==> src/hw/rtl/qgram_profile_distance_macros.svh <==
// ----------------------------------------------------------------------------
// qgram_profile_distance_macros.svh
// Assertion helpers for the q-gram profile distance RTL.
// ----------------------------------------------------------------------------
`ifndef QGRAM_PROFILE_DISTANCE_MACROS_SVH
`define QGRAM_PROFILE_DISTANCE_MACROS_SVH

// Same-cycle implication, clocked on aclk, off during reset
`define QPD_ASSERT_IMP(label, ante, cons) \
    label: assert property (@(posedge aclk) disable iff (!aresetn) \
        (ante) |-> (cons)) else $error("%m: implication check failed");

// Next-cycle implication, clocked on aclk, off during reset
`define QPD_ASSERT_NEXT(label, ante, cons) \
    label: assert property (@(posedge aclk) disable iff (!aresetn) \
        (ante) |=> (cons)) else $error("%m: next-cycle check failed");

`endif

==> src/hw/rtl/qpd_pkg.sv <==
// ----------------------------------------------------------------------------
// qpd_pkg
// Shared types and constants for the q-gram profile distance block.
// ----------------------------------------------------------------------------
package qpd_pkg;

    // Default sizing
    localparam int HIST_DEPTH_DEF = 4096;
    localparam int MAX_GRAM_DEF   = 12;

    // Field widths
    localparam int SYM_W      = 4;
    localparam int GRAM_W     = 4;
    localparam int ALPHA_W    = 5;
    localparam int CNT_W      = 18;
    localparam int DIST_W     = 18;
    localparam int CFG_DATA_W = 5;
    localparam int CFG_IDX_W  = 1;

    // Bin and sum limits
    localparam logic signed [CNT_W-1:0] CNT_MAX  = 18'sh1FFFF;
    localparam logic signed [CNT_W-1:0] CNT_MIN  = 18'sh20000;
    localparam logic [DIST_W-1:0]       DIST_MAX = 18'h3FFFF;

    // Register reset values and alphabet clamp
    localparam logic [GRAM_W-1:0]  GRAM_RST  = 4'd3;
    localparam logic [ALPHA_W-1:0] ALPHA_RST = 5'd4;
    localparam logic [ALPHA_W-1:0] ALPHA_MIN = 5'd2;
    localparam logic [ALPHA_W-1:0] ALPHA_MAX = 5'd16;

    // Register indexes
    localparam logic [CFG_IDX_W-1:0] REG_GRAM_LENGTH   = 1'b0;
    localparam logic [CFG_IDX_W-1:0] REG_ALPHABET_SIZE = 1'b1;

    // Input operations
    typedef enum logic [1:0] {
        OP_SYM_A  = 2'd0,
        OP_SYM_B  = 2'd1,
        OP_FINISH = 2'd2,
        OP_NOP    = 2'd3
    } op_t;

    // Control of the shared multiply-add unit
    typedef struct packed {
        logic load;      // restart accumulator at zero
        logic step;      // acc <= acc * alpha + digit
    } mac_ctrl_t;

endpackage

==> src/hw/rtl/qpd_mac.sv <==
// ----------------------------------------------------------------------------
// qpd_mac
// Shared multiply-add unit: one Horner step per cycle, with a sticky flag
// once the accumulated value reaches the histogram depth.
// ----------------------------------------------------------------------------
module qpd_mac
    import qpd_pkg::*;
#(
    parameter int HIST_DEPTH = HIST_DEPTH_DEF,
    localparam int AW = $clog2(HIST_DEPTH)
) (
    input  logic               aclk,
    input  mac_ctrl_t          ctrl,
    input  logic [ALPHA_W-1:0] alpha,
    input  logic [SYM_W-1:0]   digit,
    output logic [AW-1:0]      acc,
    output logic               big
);

    localparam int PW = AW + ALPHA_W + 1;

    logic [AW-1:0] acc_reg;
    logic          big_reg;
    logic [PW-1:0] sum;
    logic          over;

    // Horner step; value never shrinks, so the flag is sticky
    assign sum  = PW'(acc_reg) * PW'(alpha) + PW'(digit);
    assign over = (sum >= PW'(HIST_DEPTH));

    always_ff @(posedge aclk) begin
        if (ctrl.load) begin
            acc_reg <= '0;
            big_reg <= 1'b0;
        end else if (ctrl.step) begin
            if (!over && !big_reg) begin
                acc_reg <= sum[AW-1:0];
            end
            big_reg <= big_reg | over;
        end
    end

    assign acc = acc_reg;
    assign big = big_reg;

endmodule

==> config.mk <==
export PLATFORM = sky130hd
export DESIGN_NAME = qpd_mac
export DESIGN_NICKNAME = d
export VERILOG_FILES = /design/src/hw/rtl/qgram_profile_distance_macros.svh /design/src/hw/rtl/qpd_pkg.sv /design/src/hw/rtl/qpd_mac.sv
export SDC_FILE = /design/constraint.sdc
export NUM_CORES = 1
export LEC_CHECK = 0
export ABC_AREA = 1
export BUFFER_PORTS_ARGS = -buffer_cell sky130_fd_sc_hd__buf_2
export CAP_MARGIN = 20
export CORE_MARGIN = 2
export CORE_UTILIZATION = 62
export CTS_CLUSTER_DIAMETER = 200
export DETAILED_ROUTE_END_ITERATION = 10
export PLACE_DENSITY = 0.82
export SLEW_MARGIN = 20
export SYNTH_ARGS = -nofsm -noshare
export SYNTH_HDL_FRONTEND = slang
export SYNTH_SLANG_ARGS = --single-unit
==> constraint.sdc <==
create_clock -name aclk -period 6.3 [get_ports aclk]
set_input_delay 1.26 -clock aclk [delete_from_list [all_inputs] [get_ports aclk]]
set_output_delay 1.26 -clock aclk [all_outputs]
set_load 0.01 [all_outputs]
==> summary.md <==
| Metric | Value |
|---|---|
| Crit path launch type | `input port` |
| Clock Pin Slew Worst Setup and Hold Paths | `roughly 0.060 ns` |
| Final ANT Viol Nets | `0` |
| Via count | `~2700` |
| Worst flop-to-flop path startpoint | `acc[1]` |
| Setup-failing EPs final | `0` |
| Final Hold Vio Count | `0` |
| Clock sinks | `13` |
| Post-layout util | `0.686` |
| CP max FO | `14` |
| Root buf cell | `clkbuf_8` |
| CTS tree | `yes` |
| Synth unique cells | `26` |
| R2R cell count | `21` |
| Reg-to-reg endpoint | `acc[10]` |
| Post-Syn Area per Cell | `6.31 µm²` |
| CP endpoint kind | `register` |
| Vias/cell | `~4.8` |
| Hold Crit Endpoint | `big` |
| PD cells | `approximately 280 nW/µm²` |
| Fin crit share | `0.806` |
| CP Class | `in2reg` |
| Largest register FFs | `12` |
| Slew headroom | `0.447` |
| Setup WS pre-CTS | `roughly 1.0 ns` |
| Drt first pass iters | `4` |
| Die Height | `between 70 and 80 µm` |
| DR iter-0 viols | `129` |
| Max_cap viols | `0` |
| Area growth syn-to-layout | `6.89%` |
| Setup Skew | `0.00578 ns` |
| Peak Freq | `slightly below 200 MHz` |
| GPL Wtd Cong | `between 0.8 and 0.9` |
| Mapped Area | `3030 µm²` |
| Slew Limit Fails | `0` |
| Worst-Skew Late Latency | `roughly 0.25 ns` |
| Layout Nets | `583` |
| Synthesized instance count | `481` |
| Leak | `between 2 and 2.5 nW` |
| Crit path from | `alpha[4]` |
| Die width | `approximately 74 µm` |
| FF-to-FF setup slack | `~2.0 ns` |
| Grt ovf | `0` |
| Core Rows | `25` |
| Worst setup margin | `1.22 ns` |
| Seq pwr share | `0.160` |
| DR DRC count | `0` |
| Hold Buf Count CTS | `0` |
| Post-DP HPWL | `between 5000 and 6000 µm` |
| Layout cells sized above 1 | `0.0720` |
| Final wirelength | `about 6400 µm` |
| Ant diodes | `0` |
| Initial antenna violation count | `0` |
| Status | `completed` |
| RSZ-0062 raised after global routing | `false` |
| P_sw | `approximately 500 µW` |
| Total CTS buffers | `3` |
| Pin count of the biggest net entering global routing | `15` |
| Total placed cells including tap cells | `563` |
| IO Count | `25` |
| Clock share of power | `0.083` |
| Number of synthesized register bits | `13` |
| Commonest non-fill, non-tap cell in the layout | `nand2_1` |
| Total die area | `roughly 5500 µm²` |
| Worst-Margin Slew | `a little over 0.8 ns` |
| All-Layer GR Usage | `0.258` |
| Port bufs | `24` |
| Final Power | `around 920 µW` |
| Vias in the first global route | `roughly 2500` |
| Sequential-to-total area share from yosys stat | `0.0858` |
| Critical Path RT | `roughly 6.5 ns` |
| Hold WS | `~0.50 ns` |
| CTS resizes | `0` |
| Syn nets | `around 560` |
| Hold path depth | `2` |
| Worst hold path class | `reg2reg` |
| Crit path DAT | `between 5 and 6 ns` |
| Final non-filler cell total | `between 500 and 600` |
| Initial core utilization | `0.642` |
| First-pass GRT wire length | `around 11000 µm` |
| Startpoint of the worst hold path | `big` |
| Logic pwr share | `0.756` |
| Clk buf depth | `2` |
| Cell Area, Placed | `roughly 3200 µm²` |
| Final TNS setup | `0 ns` |
| Core ar. | `around 4700 µm²` |
| Final period demand of the worst path | `5.08 ns` |
| Routed WL per cell | `11.3 µm` |
| Synth warn | `0` |
| Peak supply drop | `between 0.0001 and 0.00015 V` |
| Final Cell Area | `between 3000 and 4000 µm²` |
| Sw frac | `0.545` |
| Post-CTS Setup Repair Bufs | `0` |
| Int Pwr | `approximately 420 µW` |
| Htree depth | `1` |
| Most frequent cells in the layout | `162 x nand2_1, 150 x inv_1, 36 x ha_1, 34 x fa_1, 25 x nor2_1` |
[worst max-delay path by stage]
stage / to / slack (ns)
2_1_floorplan: acc[4] / 1.47
3_3_place_gp: acc[9] / 1.06
3_5_place_dp: acc[1] / 1.01
4_1_cts: acc[10] / 1.24
5_1_grt: acc[10] / 0.82
6_report: acc[10] / 1.22
[worst max-delay path: stages]
cell and delay (ns):
buf_2 0.18, nand2_1 0.10, inv_1 0.06, fa_1 0.51, fa_1 0.54, inv_1 0.06
fa_1 0.53, inv_1 0.05, ha_1 0.33, nor2_1 0.19, inv_1 0.06, nand3b_1 0.08
nand2_1 0.11, nand2_1 0.10, nand2_1 0.05, nand2_1 0.06, nand3_1 0.11, nor2_4 0.31
nand3_2 0.29, nand2_1 0.15, inv_1 0.05, nor2_1 0.09
[metal layers]
metal,up-vias,wire [µm],track usage
li1,1419,-,-
met1,1247,3000,0.336
met2,45,3220,0.466
met3,9,131,0.0217
met4,0,75,0.0566
met5,-,0,0
[cells in the mapped netlist (all sizes together)]
master / instances / area share
nor2: 27 / 0.037
ha: 36 / 0.15
inv: 151 / 0.19
nand3: 11 / 0.023
nand4: 13 / 0.027
a31oi: 1 / 0.0021
a21oi: 10 / 0.018
xnor2: 6 / 0.017
and2: 1 / 0.0021
o21ai: 1 / 0.0016
clkbuf: 6 / 0.0074
nand2: 163 / 0.20
fa: 34 / 0.22
dfxtp: 13 / 0.086
buf: 4 / 0.0082
nor3: 2 / 0.0033
xor2: 1 / 0.0029
nand3b: 1 / 0.0025
[cell families (layout without fill, tap and decap cells)]
family / count (synthesis) / in the layout / synth area share
compound gates: 12 / 12 / 0.0215
simple gates: 218 / 218 / 0.297
buf+inv: 161 / 180 / 0.203
xor+xnor: 7 / 7 / 0.0202
fa+ha+maj: 70 / 70 / 0.373
flops: 13 / 13 / 0.0858
[layout make-up]
cell class | instances | area (µm²)
Clock buffer | 4 | 45.0
Fill cell | 443 | 1480
Inverter | 151 | 567
Multi-Input combinational cell | 307 | 2160
Sequential cell | 13 | 260
Tap cell | 67 | 83.8
Timing Repair Buffer | 25 | 128
[power groups by stage]
stage	sequential (mW)	combinational, mW	clock, mW
after floorplan	0.144	0.545	0
after global placement	0.149	0.677	0
after detailed placement	0.149	0.693	0
after CTS	0.147	0.699	0.0767
after global routing	0.152	0.812	0.0801
final	0.148	0.697	0.0767
Note: power is estimated with default switching activity, not from simulation.
